--- config.mk ---
export PLATFORM = sky130hd
export DESIGN_NAME = vcpb_ctrl
export DESIGN_NICKNAME = d
export VERILOG_FILES = /design/src/rtl/vcpb_pkg.sv /design/src/rtl/vcpb_ctrl.sv
export SDC_FILE = /design/constraint.sdc
export NUM_CORES = 1
export LEC_CHECK = 0
export BUFFER_PORTS_ARGS = -buffer_cell sky130_fd_sc_hd__buf_2
export CAP_MARGIN = 10
export CORE_AREA = 10 10 47 49
export CTS_BUF_LIST = sky130_fd_sc_hd__clkbuf_4 sky130_fd_sc_hd__clkbuf_8
export DETAILED_ROUTE_END_ITERATION = 7
export DIE_AREA = 0 0 57 59
export PLACE_DENSITY = 0.35
export SYNTH_ARGS = -nofsm -noshare
export SYNTH_HDL_FRONTEND = slang
export SYNTH_SLANG_ARGS = --single-unit
--- constraint.sdc ---
create_clock -name clk_i -period 0.9 [get_ports clk_i]
set_input_delay 0.09 -clock clk_i [delete_from_list [all_inputs] [get_ports clk_i]]
set_output_delay 0.09 -clock clk_i [all_outputs]
set_load 0.01 [all_outputs]
--- src/rtl/vcpb_pkg.sv ---
package vcpb_pkg;

  // Q1.15 unity and field widths
  localparam int unsigned CHAN_W   = 8;
  localparam int unsigned WGT_W    = 16;
  localparam int unsigned NUM_RGB  = 3;
  localparam logic [WGT_W-1:0] Q15_ONE = 16'd32768;

  // APB register map
  localparam int unsigned APB_DATA_W = 32;
  localparam int unsigned APB_ADDR_W = 3;
  localparam logic REG_IDX_BLEND = 1'b0;
  localparam logic [WGT_W-1:0] BLEND_RESET = Q15_ONE;

  // Target weight width: F*2^15 + (2^16-F)*p stays at or below 2^31
  localparam int unsigned TW_W   = 32;
  // base * weight
  localparam int unsigned TGT_W  = CHAN_W + TW_W;
  // target * blend amount
  localparam int unsigned MIX_W  = TGT_W + WGT_W;
  // current * (1 - a), Q1.15
  localparam int unsigned CURW_W = CHAN_W + WGT_W;
  // final accumulator, one bit of headroom for the rounding constant
  localparam int unsigned SUM_W  = 55;
  localparam int unsigned RES_SHIFT = 46;
  localparam int unsigned CUR_SHIFT = 31;

  // Dormant tint factors (Q0.16) and their complements 2^16 - F
  localparam logic [WGT_W-1:0] DORMANT_FACTOR [NUM_RGB] = '{16'd36045, 16'd27525, 16'd20972};
  localparam logic [WGT_W-1:0] DORMANT_COMP   [NUM_RGB] = '{16'd29491, 16'd38011, 16'd44564};

  // Per-stage load enables of the datapath
  typedef struct packed {
    logic s1;
    logic s2;
    logic s3;
    logic s4;
  } stage_en_t;

  // Clamp a Q1.15 weight to 1.0
  function automatic logic [WGT_W-1:0] sat_q15(input logic [WGT_W-1:0] v);
    logic [WGT_W-1:0] r;
    r = (v > Q15_ONE) ? Q15_ONE : v;
    return r;
  endfunction

endpackage

--- src/rtl/vcpb_ctrl.sv ---
module vcpb_ctrl (
  input  logic                 clk_i,
  input  logic                 rst_ni,
  input  logic                 in_valid_i,
  output logic                 in_stall_o,
  output logic                 out_valid_o,
  input  logic                 out_stall_i,
  output vcpb_pkg::stage_en_t  en_o
);

  logic v1_q, v2_q, v3_q, v4_q;
  logic v1_d, v2_d, v3_d, v4_d;
  logic rdy1, rdy2, rdy3, rdy4;

  // a stage can load when it is empty or the one after it moves
  assign rdy4 = !v4_q || !out_stall_i;
  assign rdy3 = !v3_q || rdy4;
  assign rdy2 = !v2_q || rdy3;
  assign rdy1 = !v1_q || rdy2;

  assign en_o.s1 = rdy1;
  assign en_o.s2 = rdy2;
  assign en_o.s3 = rdy3;
  assign en_o.s4 = rdy4;

  assign in_stall_o  = !rdy1;
  assign out_valid_o = v4_q;

  // valid bits follow the data
  always_comb begin
    v1_d = rdy1 ? in_valid_i : v1_q;
    v2_d = rdy2 ? v1_q : v2_q;
    v3_d = rdy3 ? v2_q : v3_q;
    v4_d = rdy4 ? v3_q : v4_q;
  end

  always_ff @(posedge clk_i or negedge rst_ni) begin
    if (!rst_ni) begin
      v1_q <= 1'b0;
      v2_q <= 1'b0;
      v3_q <= 1'b0;
      v4_q <= 1'b0;
    end else begin
      v1_q <= v1_d;
      v2_q <= v2_d;
      v3_q <= v3_d;
      v4_q <= v4_d;
    end
  end

endmodule

==> impl_metrics.csv <==
group,metric,value,unit
status,status,"finished with violations",
status,violations,"negative setup slack",
cts,ctsRootBufferMaster,"clkbuf_4",
cells_and_area,drive_gt1_share,64.5,%
die,ioPinCount,10,
min_path,hp-start,"in_valid_i",
power,p_switching,162,uW
timing,rsz0062_at_grt,"yes",
timing,fmax,0.841,GHz
setup_path,critPathSlowestCell,"dfrtp_2",
timing,tightest_slew,0.130,ns
die,die_h,59,um
logic_synthesis,syn_area,198,sq um
setup_path,critPathTopFamily,"flip-flops",
cells_and_area,antenna_cells,0,
place,gp_congestion,0.691,
logic_synthesis,synth_nets,22,
power,power_frac_clock,43.3,%
cells_and_area,nFillCells,157,
setup_path,startpoint_type,"flip-flop",
global_route,grt_pass1_wl,821,um
power,ir_worst_vdd,0.766,mV
die,core-area,1400,sq um
die,initial_utilization,14.1,%
route,dr.pass1.iters,2,
cts,clkLatencyLatePin,0.24,ns
logic_synthesis,netlist_instances,18,
cts,htree_levels,1,
setup_path,r2r-start,"out_valid_o",
cells_and_area,postLayoutCellArea,330,sq um
route,first_iter_violations,3,
global_route,grt.busiest_layer,"met3",
route,vias_per_cell,3.47,
cts,cts_max_path_buffers,2,
timing,drv_slew,0,
place,port_buffers,9,
power,leakagePower,0.150,nW
global_route,track_usage,3.47,%
setup_path,arrival,1.10,ns
power,switching_share,25.3,%
place,pre_cts_slack,-0.0552,ns
cts,cts_made_buffers,3,
power,share_comb_of_total_power,23.0,%
logic_synthesis,yosysWarnings,0,
route,dr_total_vias,163,
logic_synthesis,synth_cell_types,10,
timing,skew,0.00811,ns
die,die_w,57,um
global_route,grt-ovfl-total,0,
die,dieArea,3360,sq um
setup_path,end_kind,"output pin",
cells_and_area,fin_nets,36,
place,hpwl,371,um
power,internal_power,477,uW
setup_path,setup.worst_path.class,"reg2out",
route,drc,0,
setup_path,r2r_slack,0.06,ns
logic_synthesis,yosys_register_bits,4,
route,routed_wl,454,um
setup_path,critPathMaxFanout,4,
timing,layout_setup_ws,-0.289,ns
die,rows,14,
place,place_area,249,sq um
setup_path,worstPathRequired,0.81,ns
setup_path,crit_path_cell_trace,"nand4_4, or2_1, buf_6",
min_path,hold_path_class,"in2reg",
cts,clkSinkCount,4,
timing,holdWs,0.0545,ns
global_route,grt_max_degree,5,
timing,setup_violations,6,
setup_path,critPathLaunch,"out_valid_o",
timing,timing.slew.headroom,91.4,%
setup_path,cp_slowest_stage_delay,0.38,ns
logic_synthesis,syn-mean-instance-area,11.0,sq um
global_route,antenna_found_initial,0,
route,ant_nets,0,
power,powerDensity,1930,nW/um^2
global_route,met3_usage,4.94,%
route,post_drt_wl_per_cell,9.66,um
global_route,grt_pass1_vias,184,
global_route,globalRouteMet1Util,3.71,%
timing,min_period_over_period,132,%
cts,cts_tree,"yes",
power,p_seq_share,33.7,%
logic_synthesis,yosysSeqAreaShare,50.6,%
timing,finalHoldViolCount,0,
cells_and_area,area_growth,67.1,%
timing,period_minus_slack,1.19,ns
job,maxCapViolCount,0,
cts,clk_pin_slew,0.04,ns
setup_path,cp_num_buf_inv,1,
global_route,grtUsageMet2,3.10,%
layout by cell type, fill, tap and decap left out, drive strengths merged:
cell	instances
inv	1
nor2	1
clkbuf	4
dfrtp	4
nand3	1
or2	1
o21bai	1
dlygate4sd3	1
nand2b	2
nand2	2
buf	12
nand4	1
per-stage QoR:
stage	utilization (%)	std cells	total power [mW]	TNS [ns]
floorplan	-	18	0.293	-0.0393
global placement	17.8	41	0.323	-0.0404
detailed placement	17.8	41	0.327	-0.0552
CTS	22.5	47	0.645	-1.18
global route	23.6	47	0.691	-1.37
finish	23.6	47	0.639	-1.04
registers in the layout, summed over array words and instances (netlist names):
register     cells
out_valid_o      1
v1_q             1
v2_q             1
v3_q             1
cell type report:
class                      count  area [sq um]  share of cell area, %
tap                           16          20.0                   6.06
sequential                     4           101                   30.7
inverter                       1          3.75                   1.14
clock buffer                   4          30.0                   9.09
timing repair buffer          13          96.3                   29.2
multi-input combinational      9          78.8                   23.9
what timing repair did:
item | in CTS | in global routing
gates cloned | 0 | 0
pin swaps | 2 | 1
hold endpoints to repair | 4 | 0
setup endpoints to repair | 6 | 6
hold buffers | 1 | 0
gates resized for setup | 3 | 3
setup buffers | 1 | 0
worst paths after layout:
check                      cells past startpoint          end
setup / recovery                               3      en_o[3]
hold / removal                                 2         v1_q
setup reg to reg                               3         v1_q
hold reg to reg                                2         v2_q
max in group asynchronous                      2  out_valid_o
min in group asynchronous                      2         v3_q
power groups by stage:
stage / sequential (mW) / combinational, mW / clock [mW]
CTS: 0.216 / 0.137 / 0.292
global placement: 0.217 / 0.106 / 0
floorplan: 0.220 / 0.0729 / 0
detailed placement: 0.219 / 0.108 / 0
finish: 0.215 / 0.147 / 0.277
global route: 0.219 / 0.161 / 0.310
cell usage after synthesis:
master	count	share of area [%]
inv_1	1	1.9
nand2_1	2	3.8
nand3_1	1	2.5
or2_1	1	3.2
o21bai_1	1	3.8
nor2_1	1	1.9
dfrtp_1	4	51
nand4_4	1	11
nand2b_1	2	6.3
buf_4	4	15
metal layers:
metal  vias up  share of wire, %
li1         79                 -
met1        72                50
met2        12                32
met3         0                17
met4         0                 0
met5         -                 0
cells by family (layout without fill, tap and decap cells):
| logic type | after synthesis | after routing | synth area share, % |
|---|---|---|---|
| buffers and inverters | 5 | 18 | 17.1 |
| AND/OR/NAND/NOR | 8 | 8 | 28.5 |
| AO/OA/AOI/OAI | 1 | 1 | 3.80 |
| flip-flops | 4 | 4 | 50.6 |
No activity file was read; power rests on OpenSTA's default activity.
