### src/rtl/vcpb_pkg.sv
package vcpb_pkg;

  // Q1.15 unity and field widths
  localparam int unsigned CHAN_W   = 8;
  localparam int unsigned WGT_W    = 16;
  localparam int unsigned NUM_RGB  = 3;
  localparam logic [WGT_W-1:0] Q15_ONE = 16'd32768;

  // APB register map
  localparam int unsigned APB_DATA_W = 32;
  localparam int unsigned APB_ADDR_W = 3;
  localparam logic REG_IDX_BLEND = 1'b0;
  localparam logic [WGT_W-1:0] BLEND_RESET = Q15_ONE;

  // Target weight width: F*2^15 + (2^16-F)*p stays at or below 2^31
  localparam int unsigned TW_W   = 32;
  // base * weight
  localparam int unsigned TGT_W  = CHAN_W + TW_W;
  // target * blend amount
  localparam int unsigned MIX_W  = TGT_W + WGT_W;
  // current * (1 - a), Q1.15
  localparam int unsigned CURW_W = CHAN_W + WGT_W;
  // final accumulator, one bit of headroom for the rounding constant
  localparam int unsigned SUM_W  = 55;
  localparam int unsigned RES_SHIFT = 46;
  localparam int unsigned CUR_SHIFT = 31;

  // Dormant tint factors (Q0.16) and their complements 2^16 - F
  localparam logic [WGT_W-1:0] DORMANT_FACTOR [NUM_RGB] = '{16'd36045, 16'd27525, 16'd20972};
  localparam logic [WGT_W-1:0] DORMANT_COMP   [NUM_RGB] = '{16'd29491, 16'd38011, 16'd44564};

  // Per-stage load enables of the datapath
  typedef struct packed {
    logic s1;
    logic s2;
    logic s3;
    logic s4;
  } stage_en_t;

  // Clamp a Q1.15 weight to 1.0
  function automatic logic [WGT_W-1:0] sat_q15(input logic [WGT_W-1:0] v);
    logic [WGT_W-1:0] r;
    r = (v > Q15_ONE) ? Q15_ONE : v;
    return r;
  endfunction

endpackage

### src/rtl/vcpb_lane.sv
module vcpb_lane (
  input  logic                              clk_i,
  input  vcpb_pkg::stage_en_t               en_i,
  input  logic [vcpb_pkg::WGT_W-1:0]        factor_i,
  input  logic [vcpb_pkg::WGT_W-1:0]        factor_comp_i,
  input  logic [vcpb_pkg::WGT_W-1:0]        presence_i,
  input  logic [vcpb_pkg::WGT_W-1:0]        blend_i,
  input  logic [vcpb_pkg::CHAN_W-1:0]       base_i,
  input  logic [vcpb_pkg::CHAN_W-1:0]       cur_i,
  output logic [vcpb_pkg::CHAN_W-1:0]       next_o,
  output logic                              diff_o
);

  localparam int unsigned CW = vcpb_pkg::CHAN_W;

  logic [vcpb_pkg::TW_W-1:0]   tw_q1, tw_d1;
  logic [CW-1:0]               base_q1;
  logic [CW-1:0]               cur_q1, cur_q2, cur_q3;
  logic [vcpb_pkg::TGT_W-1:0]  tgt_q2, tgt_d2;
  logic [vcpb_pkg::MIX_W-1:0]  mix_q3, mix_d3;
  logic [vcpb_pkg::CURW_W-1:0] curw_q3, curw_d3;
  logic [vcpb_pkg::WGT_W-1:0]  blend_comp;
  logic [vcpb_pkg::SUM_W-1:0]  sum_d4;
  logic [CW-1:0]               next_q4, next_d4;
  logic                        diff_q4, diff_d4;

  // stage 1: target weight F*2^15 + (2^16-F)*p
  assign tw_d1 = {1'b0, factor_i, 15'd0} + 32'(32'(factor_comp_i) * 32'(presence_i));

  always_ff @(posedge clk_i) begin
    if (en_i.s1) begin
      tw_q1   <= tw_d1;
      base_q1 <= base_i;
      cur_q1  <= cur_i;
    end
  end

  // stage 2: target = base * weight
  assign tgt_d2 = vcpb_pkg::TGT_W'(base_q1) * vcpb_pkg::TGT_W'(tw_q1);

  always_ff @(posedge clk_i) begin
    if (en_i.s2) begin
      tgt_q2 <= tgt_d2;
      cur_q2 <= cur_q1;
    end
  end

  // stage 3: both blend products
  assign blend_comp = vcpb_pkg::Q15_ONE - blend_i;
  assign mix_d3  = vcpb_pkg::MIX_W'(tgt_q2) * vcpb_pkg::MIX_W'(blend_i);
  assign curw_d3 = vcpb_pkg::CURW_W'(cur_q2) * vcpb_pkg::CURW_W'(blend_comp);

  always_ff @(posedge clk_i) begin
    if (en_i.s3) begin
      mix_q3  <= mix_d3;
      curw_q3 <= curw_d3;
      cur_q3  <= cur_q2;
    end
  end

  // stage 4: sum, round half up, compare against current
  assign sum_d4 = (vcpb_pkg::SUM_W'(curw_q3) << vcpb_pkg::CUR_SHIFT)
                + vcpb_pkg::SUM_W'(mix_q3)
                + (vcpb_pkg::SUM_W'(1) << (vcpb_pkg::RES_SHIFT - 1));
  assign next_d4 = sum_d4[vcpb_pkg::RES_SHIFT +: CW];
  assign diff_d4 = (next_d4 != cur_q3);

  always_ff @(posedge clk_i) begin
    if (en_i.s4) begin
      next_q4 <= next_d4;
      diff_q4 <= diff_d4;
    end
  end

  assign next_o = next_q4;
  assign diff_o = diff_q4;

endmodule

### config.mk
export PLATFORM = sky130hd
export DESIGN_NAME = vcpb_lane
export DESIGN_NICKNAME = d
export VERILOG_FILES = /design/src/rtl/vcpb_pkg.sv /design/src/rtl/vcpb_lane.sv
export SDC_FILE = /design/constraint.sdc
export NUM_CORES = 2
export LEC_CHECK = 0
export BUFFER_PORTS_ARGS = -buffer_cell sky130_fd_sc_hd__buf_2
export CAP_MARGIN = 30
export CORE_MARGIN = 2
export CORE_UTILIZATION = 45
export CTS_CLUSTER_SIZE = 14
export DETAILED_ROUTE_END_ITERATION = 7
export HOLD_SLACK_MARGIN = 0.1
export PLACE_DENSITY_LB_ADDON = 0.2
export SYNTH_ARGS = -nofsm -noshare
export SYNTH_HDL_FRONTEND = slang
export SYNTH_SLANG_ARGS = --single-unit
### constraint.sdc
create_clock -name clk_i -period 9.94 [get_ports clk_i]
set_input_delay 0.994 -clock clk_i [delete_from_list [all_inputs] [get_ports clk_i]]
set_output_delay 0.994 -clock clk_i [all_outputs]
set_load 0.02 [all_outputs]
==> impl_metrics.yaml <==
global_route:
  grt-ovfl-total: 0
  grt_pass1_vias: 33555
  antenna_found_initial: 5
  grt_pass1_wl_um: 179000
  grt_max_degree: 55
  grt_usage_pct: 21.9
job:
  cap_violations: 0
layout:
  final_cell_mix: "inv_1, fa_1, nand2_1"
  final_common_cell: "inv_1"
  syn2layout_area_growth_pct: 5.08
  final_nets: 6295
  drive_above_1_share_pct: 4.00
critical_path:
  start_kind: "input pin"
  cpPeakStageDelay_ns: 0.53
  cp_cell_sequence: "buf_2 > buf_4 > nand2_1 > fa_1 > inv_1 > fa_1 > inv_1 > fa_1 > inv_1 > fa_1 > fa_1 > inv_1 > fa_1 > inv_1 > ha_1 > nand4_1 > nor4_1 > a31oi_1 > a31oi_1 > o311ai_1 > o211a_1 > o311ai_1 > a21oi_1 > xnor2_1"
  path_delay_family: "adder cells"
  crit_fanout: 24
  slowest_stage: "fa_1"
  crit_arrival_ns: 7.79
  regToRegSetupSlack_ns: 2.82
  crit_top_cell: "fa_1"
  critical_path_class: "in2reg"
  crit_path_end_kind: "flop"
  cp.required_ns: 10.20
  crit_buf_inv: 7
floorplan:
  die_w_um: 321
  dieHeight_um: 321
  dieArea_sq_um: 103000
  initial_utilization_pct: 45.3
  core-area_sq_um: 100000
  io_pins: 94
  rows: 116
sta:
  max_freq_ghz: 0.133
  tns_ns: 0
  slew_headroom_pct: 31.4
  finalCriticalPeriod_ns: 7.53
  finalSetupViolations: 0
  finalClockSkew_ns: 0.0276
  hold_viol: 0
  post-route-worst-setup-slack_ns: 2.41
  rsz0062_at_grt: "no"
  finalCritPeriodShare_pct: 75.8
  worst_slew_pin_slew_ns: 1.03
  slew_violations: 0
hold_path:
  min_path_type: "reg2reg"
synth:
  ys_types: 79
  yosysTopAreaCellShare_pct: 44.2
  synth_warnings: 0
  avgSynthCellArea_sq_um: 9.28
  synthArstFlopShare_pct: 0
  synth_edf_count: 159
  syn-instance-count: 4881
  netlist_area_sq_um: 45300
  synth_area_leaders: "fa_1, edfxtp_1, ha_1, inv_1, nand2_1"
  ys.flop_type: "edfxtp_1"
  synth-seq-area-share_pct: 10.5
  ys_ff_latch: 159
  syn_nets: 6333
  yosysTopAreaCell: "fa_1"
clock_network:
  clk_path_buf_depth: 2
  post_cts_resized: 0
  ctsHoldBuffers: 0
  cts-htree-levels: 4
  cts_sinks: 159
  cts.clk_slew.worst_paths_ns: 0.08
  root_buffer: "clkbuf_16"
  cts_tree: "built"
  cts_buffers: 17
  worstSkewPairLatency_ns: 0.50
  post_cts_buffers: 0
placement:
  pre_cts_slack_ns: 1.88
  dp_hpwl_um: 87700
  io_buffers: 93
  gp_congestion: 0.866
detailed_routing:
  viasPerCell: 5.03
  ant_nets: 0
  dr.first_iter.drc_count: 1589
  wire_per_inst_um: 17.3
  first_pass_iters: 7
  route.detailed.drc: 0
  wl_um: 107000
  vias: 30968
run_status:
  status: "completed"
through the flow:
stage / cell area (sq um) / hold WS, ns / instances / util (%)
after floorplan: 45300 / 0.400 / 4881 / -
final: 47600 / 0.423 / 6156 / 47.6
after global placement: 47000 / 0.403 / 6120 / 47.0
after CTS: 47600 / 0.424 / 6154 / 47.6
after global routing: 47600 / 0.422 / 6155 / 47.6
after detailed placement: 47000 / 0.405 / 6122 / 47.0
worst register-to-register path, cell delays in order (launching register included):
cell      delay (ns)
edfxtp_1        0.88
nand2_1         0.19
fa_1            0.57
inv_1           0.05
fa_1            0.51
inv_1           0.06
fa_1            0.53
inv_1           0.05
fa_1            0.45
fa_1            0.50
inv_1           0.05
fa_1            0.47
inv_1           0.04
ha_1            0.33
nand4_1         0.16
nor4_1          0.30
a31oi_1         0.16
a31oi_1         0.53
o311ai_1        0.21
o211a_1         0.20
o311ai_1        0.40
a21oi_1         0.14
xnor2_1         0.14
layer usage:
layer | GRT usage, % | routed length (um)
met3 | 3.82 | 6090
met5 | 0 | 0
met2 | 35.7 | 49200
met4 | 4.29 | 1740
met1 | 30.8 | 49600
path summary, 6_finish.rpt:
check                          to           startpoint  cells after the start
max          mix_q3[51]$_DFFE_PP_           blend_i[8]                     24
min           cur_q2[0]$_DFFE_PP_  cur_q1[0]$_DFFE_PP_                      0
max reg2reg  mix_q3[51]$_DFFE_PP_  tgt_q2[7]$_DFFE_PP_                     22
min reg2reg   cur_q2[0]$_DFFE_PP_  cur_q1[0]$_DFFE_PP_                      0
flip-flops by register name, indices dropped and copies added, names as in the netlist:
signal / count
cur_q1: 8
base_q1: 8
cur_q2: 8
diff_o: 1
tw_q1: 32
mix_q3: 23
cur_q3: 8
next_o: 8
tgt_q2: 40
curw_q3: 23
kinds of logic after synthesis:
group	after synthesis	synth area share (%)
buffers and inverters	1343	11.1
XOR/XNOR	143	2.84
flip-flops	159	10.5
AND/OR/NAND/NOR	1527	15.9
AO/OA/AOI/OAI	340	5.22
adder cells (fa/ha/maj)	1367	54.3
multiplexers	2	0.0469
synthesized netlist by cell type (4+ instances only):
library cell / n
o21ai_1: 13
a31oi_1: 5
buf_1: 4
nor3_1: 26
and3_1: 11
clkbuf_1: 180
nor4_1: 7
a21oi_1: 99
inv_1: 1158
xor2_1: 45
o311ai_1: 4
nand4_1: 11
a31o_2: 5
edfxtp_1: 159
ha_1: 366
fa_1: 1001
nand2_1: 865
a21o_1: 75
o21a_1: 15
a221o_1: 4
or3_1: 4
a211o_1: 4
xnor2_1: 95
o21ai_0: 37
o211ai_1: 4
a211oi_1: 11
nor2b_1: 15
and2_1: 463
nand2b_1: 12
o21bai_1: 11
nand3_1: 37
nor2_1: 57
layout make-up:
type                            count  area (sq um)
Antenna cell                        2          5.00
Clock buffer                       17           425
Clock inverter                     15           193
Fill cell                        9646         52400
Inverter                         1158          4350
Multi-Input combinational cell   3379         35500
Sequential cell                   159          4770
Tap cell                         1298          1620
Timing Repair Buffer              128           748
Power is left out: the tool's default activity adds up to more than one toggle a clock period on the data nets, which glitch-free logic cannot reach.
