===== config.mk =====
export PLATFORM = sky130hd
export DESIGN_NAME = vcpb_cfg
export DESIGN_NICKNAME = d
export VERILOG_FILES = /design/src/rtl/vcpb_pkg.sv /design/src/rtl/vcpb_cfg.sv
export SDC_FILE = /design/constraint.sdc
export NUM_CORES = 1
export LEC_CHECK = 0
export BUFFER_PORTS_ARGS = -buffer_cell sky130_fd_sc_hd__buf_2
export CORE_ASPECT_RATIO = 1.75
export CORE_MARGIN = 10
export CORE_UTILIZATION = 35
export CTS_CLUSTER_SIZE = 40
export DETAILED_ROUTE_END_ITERATION = 10
export PLACE_DENSITY = 0.76
export SYNTH_ARGS = -nofsm -noshare
export SYNTH_HDL_FRONTEND = slang
export SYNTH_SLANG_ARGS = --single-unit

===== constraint.sdc =====
create_clock -name clk_i -period 1.6 [get_ports clk_i]
set_input_delay 0.24 -clock clk_i [delete_from_list [all_inputs] [get_ports clk_i]]
set_output_delay 0.24 -clock clk_i [all_outputs]
set_load 0.01 [all_outputs]

===== src/rtl/vcpb_pkg.sv =====
package vcpb_pkg;

  // Q1.15 unity and field widths
  localparam int unsigned CHAN_W   = 8;
  localparam int unsigned WGT_W    = 16;
  localparam int unsigned NUM_RGB  = 3;
  localparam logic [WGT_W-1:0] Q15_ONE = 16'd32768;

  // APB register map
  localparam int unsigned APB_DATA_W = 32;
  localparam int unsigned APB_ADDR_W = 3;
  localparam logic REG_IDX_BLEND = 1'b0;
  localparam logic [WGT_W-1:0] BLEND_RESET = Q15_ONE;

  // Target weight width: F*2^15 + (2^16-F)*p stays at or below 2^31
  localparam int unsigned TW_W   = 32;
  // base * weight
  localparam int unsigned TGT_W  = CHAN_W + TW_W;
  // target * blend amount
  localparam int unsigned MIX_W  = TGT_W + WGT_W;
  // current * (1 - a), Q1.15
  localparam int unsigned CURW_W = CHAN_W + WGT_W;
  // final accumulator, one bit of headroom for the rounding constant
  localparam int unsigned SUM_W  = 55;
  localparam int unsigned RES_SHIFT = 46;
  localparam int unsigned CUR_SHIFT = 31;

  // Dormant tint factors (Q0.16) and their complements 2^16 - F
  localparam logic [WGT_W-1:0] DORMANT_FACTOR [NUM_RGB] = '{16'd36045, 16'd27525, 16'd20972};
  localparam logic [WGT_W-1:0] DORMANT_COMP   [NUM_RGB] = '{16'd29491, 16'd38011, 16'd44564};

  // Per-stage load enables of the datapath
  typedef struct packed {
    logic s1;
    logic s2;
    logic s3;
    logic s4;
  } stage_en_t;

  // Clamp a Q1.15 weight to 1.0
  function automatic logic [WGT_W-1:0] sat_q15(input logic [WGT_W-1:0] v);
    logic [WGT_W-1:0] r;
    r = (v > Q15_ONE) ? Q15_ONE : v;
    return r;
  endfunction

endpackage


===== src/rtl/vcpb_cfg.sv =====
module vcpb_cfg (
  input  logic                                  clk_i,
  input  logic                                  rst_ni,
  input  logic                                  psel,
  input  logic                                  penable,
  input  logic                                  pwrite,
  input  logic [vcpb_pkg::APB_ADDR_W-1:0]       paddr,
  input  logic [vcpb_pkg::APB_DATA_W-1:0]       pwdata,
  output logic [vcpb_pkg::APB_DATA_W-1:0]       prdata,
  output logic                                  pready,
  output logic [vcpb_pkg::WGT_W-1:0]            blend_sat_o
);

  logic [vcpb_pkg::WGT_W-1:0] blend_q, blend_d;
  logic                       reg_sel;
  logic                       wr_en;

  // word index is the address above the byte offset
  assign reg_sel = (paddr[vcpb_pkg::APB_ADDR_W-1] == vcpb_pkg::REG_IDX_BLEND);
  assign wr_en   = psel && penable && pwrite && reg_sel;
  assign pready  = 1'b1;

  // register write
  always_comb begin
    blend_d = blend_q;
    if (wr_en) begin
      blend_d = pwdata[vcpb_pkg::WGT_W-1:0];
    end
  end

  always_ff @(posedge clk_i or negedge rst_ni) begin
    if (!rst_ni) begin
      blend_q <= vcpb_pkg::BLEND_RESET;
    end else begin
      blend_q <= blend_d;
    end
  end

  // readback
  always_comb begin
    prdata = '0;
    if (reg_sel) begin
      prdata = {{(vcpb_pkg::APB_DATA_W-vcpb_pkg::WGT_W){1'b0}}, blend_q};
    end
  end

  assign blend_sat_o = vcpb_pkg::sat_q15(blend_q);

endmodule


==> results of run 1 <==
-- where the power goes --
part | total, W | switching (W) | internal [W]
clock | 0.000347 | 0.000129 | 0.000218
combinational | 0.000517 | 0.000231 | 0.000287
sequential | 0.000588 | 0.0000883 | 0.000500
total | 0.00145 | 0.000448 | 0.00100
-- how the worst min path moves through the flow --
| stage | from | to | slack (ps) | depth (start not counted) |
|---|---|---|---|---|
| after global placement | rst_ni | blend_q[1]$_DFFE_PN0P_ | 160 | 1 |
| after CTS | pwdata[13] | blend_q[13]$_DFFE_PN0P_ | 220 | 2 |
| after detailed placement | rst_ni | blend_q[10]$_DFFE_PN0P_ | 170 | 1 |
| after floorplan | rst_ni | blend_q[0]$_DFFE_PN0P_ | -60 | 0 |
| after global routing | pwdata[5] | blend_q[5]$_DFFE_PN0P_ | 220 | 2 |
| final | pwdata[13] | blend_q[13]$_DFFE_PN0P_ | 220 | 2 |
-- final cells by class --
type	instances	share of cell area
Clock buffer	4	0.0430
Timing Repair Buffer	55	0.221
Multi-Input combinational cell	65	0.396
Tap cell	27	0.0264
Sequential cell	16	0.314
-- through the flow --
step	utilization	instances	hold WS [ps]
floorplan	-	102	-55.6
global placement	0.446	162	164
detailed placement	0.446	162	172
CTS	0.470	167	221
global route	0.470	167	221
finish	0.470	167	224
-- repair_timing --
item / 4_1_cts / 5_1_grt
hold buffers: 1 / 0
endpoints found under the setup margin: 0 / 0
endpoints found under the hold margin: 15 / 0
-- placed cells by master, fill, tap and decap left out --
master,instances
buf_2,53
nor2b_1,25
conb_1,17
dfrtp_1,15
mux2_4,10
and2b_1,6
mux2_2,6
clkbuf_8,4
nand4b_4,1
dfstp_2,1
dlygate4sd3_1,1
buf_4,1
-- cell families after synthesis --
group / Yosys count
simple gates: 32
buf+inv: 21
mux: 16
flops: 16
other cells: 2
-- routing by layer --
metal,GRT usage,up-vias
met5,0,-
met4,0.0331,0
met3,0.0380,2
met2,0.166,44
met1,0.0897,328
li1,-,347
==> reports/results.txt, run 1 <==
Largest delay share family, worst path: flip-flops
Adder-cell share of the synthesized area: 0
Max reg flops: 16
Seq. cell area: 402 sq um
DRT Pass-1 Iters: 2
DIE WIDTH: 60.5 um
Max stage delay cell, worst path: dfstp_2
Clock Latency Late Sink: 240 ps
Mux cell area share after synthesis: 0.217
Synthesized area: 1000 sq um
Simple logic cell fraction of the synthesized area: 0.225
H-tree depth: 1
Crit path buffers/inverters: 1
RSZ-0062 raised after global routing: no
Total CTS buffers: 3
Ys async rst share: 1.00
Cell taking the most area after synthesis: dfrtp_1
Yosys cell types: 11
DRT met1 WL: 884 um
Worst R2R Setup Slack: 590 ps
Row count: 25
Kind of critical path: flop to output port
Vias in the first global route: 814
Crit path cell chain: and2b_1, buf_2
LEAKAGE: 0.746 nW
Largest cells by area after synthesis: dfrtp_1 (37%), nor2b_1 (16%), mux2_4 (15%)
Total power: 0.00145 W
DRT iter0 DRCs: 4
Post-Synth XOR/XNOR Area: 0
FF+latch count, synth: 16
Die Ht: 90.8 um
Drt drc: 0
Worst EP arrival: 1270 ps
Crit path max fanout: 18
Met2 WL: 1370 um
Routed WL: 2630 um
Max incr delay on CP: 740 ps
Filler instances: 254
Clk pin slew, worst setup/hold paths: 60 ps
Final setup viols: 0
Post-synth top area share: 0.375
Largest family of logic cells by synthesized area: simple AND/OR/NAND/NOR gates
Count leader, synth: nor2b_1
Worst vdd ir: 0.000678 V
Tcrit/Tclk final: 0.943
Synth top cells by count: nor2b_1 (25), buf_4 (17), dfrtp_1 (15)
DR WL/cell: 15.8 um
Worst setup path endpoint: prdata[15]
Core box area: 2720 sq um
Ys Warns: 0
First-pass GRT wire length: 4010 um
Compound-Gate Fraction of Synth Area: 0
Top reg by flops: blend_q
HP Class: primary input to flop
Area of the multi-input gates: 507 sq um
Routed vias/inst: 4.32
Cells after Synth: 87
Share of layout cells above drive strength 1: 0.543
Status: complete, no violations
Syn-to-layout area delta: 27.7%
Grt ovf: 0
Crit path time final: 1510 ps
Place WS: 289 ps
CTS sink count: 16
Reg2Reg Depth: 1
Max Cap Viol: 0
Biggest regs: blend_q (16)
I/O pin count: 89
Fin Clk Skew: 0 ps
Post-route ant nets: 0
Antenna violations before repair: 0
Sequential fraction of the synthesis area: 0.401
Die area: 5490 sq um
CTS tree: done
Number of synthesized flops with an enable pin: 0
PD cells: 1130 nW/um^2
Root Buffer: clkbuf_8
Startpoint types: flop
Final hold violations: 0
Main synth FF type: dfrtp_1
Initial Util: 0.368
Post-DP Area: 1210 sq um
Max Used Layer: met4
Final slew viol count: 0
WP depth: 2
ANT cells: 0
Nets@finish: 181
Gp weighted congestion: 0.649
Design Area, Final: 1280 sq um
Mean post-synth cell area: 11.5 sq um
PnR worst setup slack: 91.1 ps
Setup TNS: 0 ps
Setup crit end kind: output port
Total GRT Usage: 0.0930
Largest net degree at the start of global routing: 19
Met3 WL: 361 um
Post-CTS Setup Bufs: 0
Critical path startpoint: blend_q[15]$_DFFE_PN1P_
Worst EP required: 1360 ps
Port bufs: 53
Peak Freq: 0.663 GHz
R2r endpoint: blend_q[15]$_DFFE_PN1P_
Max Root-Sink Buffers: 2
Post-CTS sizing: 0
DR vias: 721
Reg2reg start: blend_q[15]$_DFFE_PN1P_
Note: power is estimated with default switching activity, not from simulation.
==> run 2, diff against run 1 <==
CELL_PAD_IN_SITES_DETAIL_PLACEMENT = 1   (was default)
CELL_PAD_IN_SITES_GLOBAL_PLACEMENT = 1   (was default)
CORE_UTILIZATION = 28   (was 35)
PLACE_DENSITY = default   (was 0.76)
PLACE_DENSITY_LB_ADDON = 0.1   (was default)
==> reports/results.txt, run 2 (synthesis results as in run 1) <==
Setup crit end kind: output port (unchanged)
DR WL/cell: 15.6 um (was 15.8 um)
Filler instances: 419 (was 254)
Syn-to-layout area delta: 30.3% (was 27.7%)
Die Ht: 99.1 um (was 90.8 um)
Routed vias/inst: 4.03 (was 4.32)
Routed WL: 2880 um (was 2630 um)
Max Cap Viol: 0 (unchanged)
Final slew viol count: 0 (unchanged)
ANT cells: 0 (unchanged)
Share of layout cells above drive strength 1: 0.543 (unchanged)
Die area: 6470 sq um (was 5490 sq um)
Vias in the first global route: 802 (was 814)
Post-route ant nets: 0 (unchanged)
Worst EP required: 1360 ps (about the same)
Nets@finish: 181 (unchanged)
Startpoint types: flop (unchanged)
Worst EP arrival: 1250 ps (was 1270 ps)
PD cells: 1120 nW/um^2 (was 1130 nW/um^2)
Worst vdd ir: 0.000510 V (was 0.000678 V)
Final hold slack: 218 ps (was 224 ps)
Largest net degree at the start of global routing: 19 (unchanged)
Hold Crit Depth: 2 (unchanged)
Setup TNS: 0 ps (unchanged)
Hpwl dp: 2330 um
Clk pin slew, worst setup/hold paths: 60 ps (about the same)
Biggest regs: blend_q (16) (unchanged)
First-pass GRT wire length: 4400 um (was 4010 um)
Peak Freq: 0.671 GHz (was 0.663 GHz)
Crit path time final: 1490 ps (was 1510 ps)
DRT iter0 DRCs: 8 (was 4)
Post-layout util: 0.380 (was 0.470)
Fin Clk Skew: 0 ps (unchanged)
CTS tree: done (unchanged)
Tcrit/Tclk final: 0.932 (was 0.943)
Total CTS buffers: 3 (unchanged)
RSZ-0062 raised after global routing: no (unchanged)
H-tree depth: 1 (unchanged)
Root Buffer: clkbuf_8 (unchanged)
Total GRT Usage: 0.0886 (was 0.0930)
Reg2Reg Depth: 1 (unchanged)
Crit path max fanout: 18 (unchanged)
Antenna violations before repair: 0 (unchanged)
Kind of critical path: flop to output port (unchanged)
DR vias: 745 (was 721)
I/O pin count: 89 (unchanged)
Most common cell after layout, fill and taps aside: buf_2 (unchanged)
Grt ovf: 0 (unchanged)
Row count: 28 (was 25)
Top reg by flops: blend_q (unchanged)
Initial Util: 0.292 (was 0.368)
DIE WIDTH: 65.2 um (was 60.5 um)
Final setup viols: 0 (unchanged)
Core box area: 3430 sq um (was 2720 sq um)
HP Class: primary input to flop (unchanged)
CTS sink count: 16 (unchanged)
Max reg flops: 16 (unchanged)
Clock Latency Late Sink: 250 ps (was 240 ps)
Port bufs: 53 (unchanged)
DRT Pass-1 Iters: 2 (unchanged)
LEAKAGE: 0.747 nW (was 0.746 nW)
Commonest non-fill, non-tap cells in the layout: buf_2 (53), nor2b_1 (25), conb_1 (17) (unchanged)
Drt drc: 0 (unchanged)
Status: complete, no violations (unchanged)
Max Root-Sink Buffers: 2 (unchanged)
Post-CTS Setup Bufs: 0 (unchanged)
Final hold violations: 0 (unchanged)
Gp weighted congestion: 0.679 (was 0.649)
-- run 2: cell counts in the layout (fill, tap and decap cells not counted) --
No cell type changed its count.
-- run 2: layout make-up --
type | count | area [sq um] | area share
Clock buffer | 4 | 55.1 | 0.0421
Multi-Input combinational cell | 65 | 507 | 0.388
Sequential cell | 16 | 405 | 0.310
Tap cell | 45 | 56.3 | 0.0431
Timing Repair Buffer | 55 | 283 | 0.216
-- run 2: worst paths after layout --
path	startpoint	end	slack [ps]
min in group asynchronous	rst_ni	blend_q[1]$_DFFE_PN0P_	440
worst max-delay path	blend_q[15]$_DFFE_PN1P_	prdata[15]	110
worst min-delay path	pwdata[10]	blend_q[10]$_DFFE_PN0P_	220
max in group asynchronous	rst_ni	blend_q[15]$_DFFE_PN1P_	850
worst max register to register	blend_q[15]$_DFFE_PN1P_	blend_q[15]$_DFFE_PN1P_	640
worst min register to register	blend_q[0]$_DFFE_PN0P_	blend_q[0]$_DFFE_PN0P_	520
-- run 2: power by group --
group	switching [W]	internal [W]
clock	0.000139	0.000218
sequential	0.0000835	0.000504
combinational	0.000232	0.000287
total	0.000455	0.00101
-- run 2: repair_timing --
item,4_1_cts,5_1_grt
hold buffers,1,0
hold endpoints to repair,15,0
resized for setup,0,1
setup endpoints to repair,0,1
-- run 2: routing by layer --
layer  up-vias  routed length [um]  share of wire  track usage
met3         5                 284          0.099       0.0382
met4         0                  57          0.020       0.0447
met5         -                   0              0            0
met2        37                1580           0.55        0.161
met1       358                 961           0.33       0.0796
li1        345                   -              -            -
-- run 2: worst max-delay path, cell delays in order, from the launching register on --
cell	delay, ps
dfstp_4	730
and2b_1	150
buf_2	120
-- run 2: through the flow --
stage / std cells / instance area, sq um / setup WS (ps) / total power, W
floorplan: 102 / 1060 / 324 / 0.000921
global placement: 180 / 1240 / 268 / 0.00111
detailed placement: 180 / 1240 / 271 / 0.00112
CTS: 185 / 1300 / 43.5 / 0.00150
global route: 185 / 1310 / 56.7 / 0.00157
finish: 185 / 1310 / 109 / 0.00146
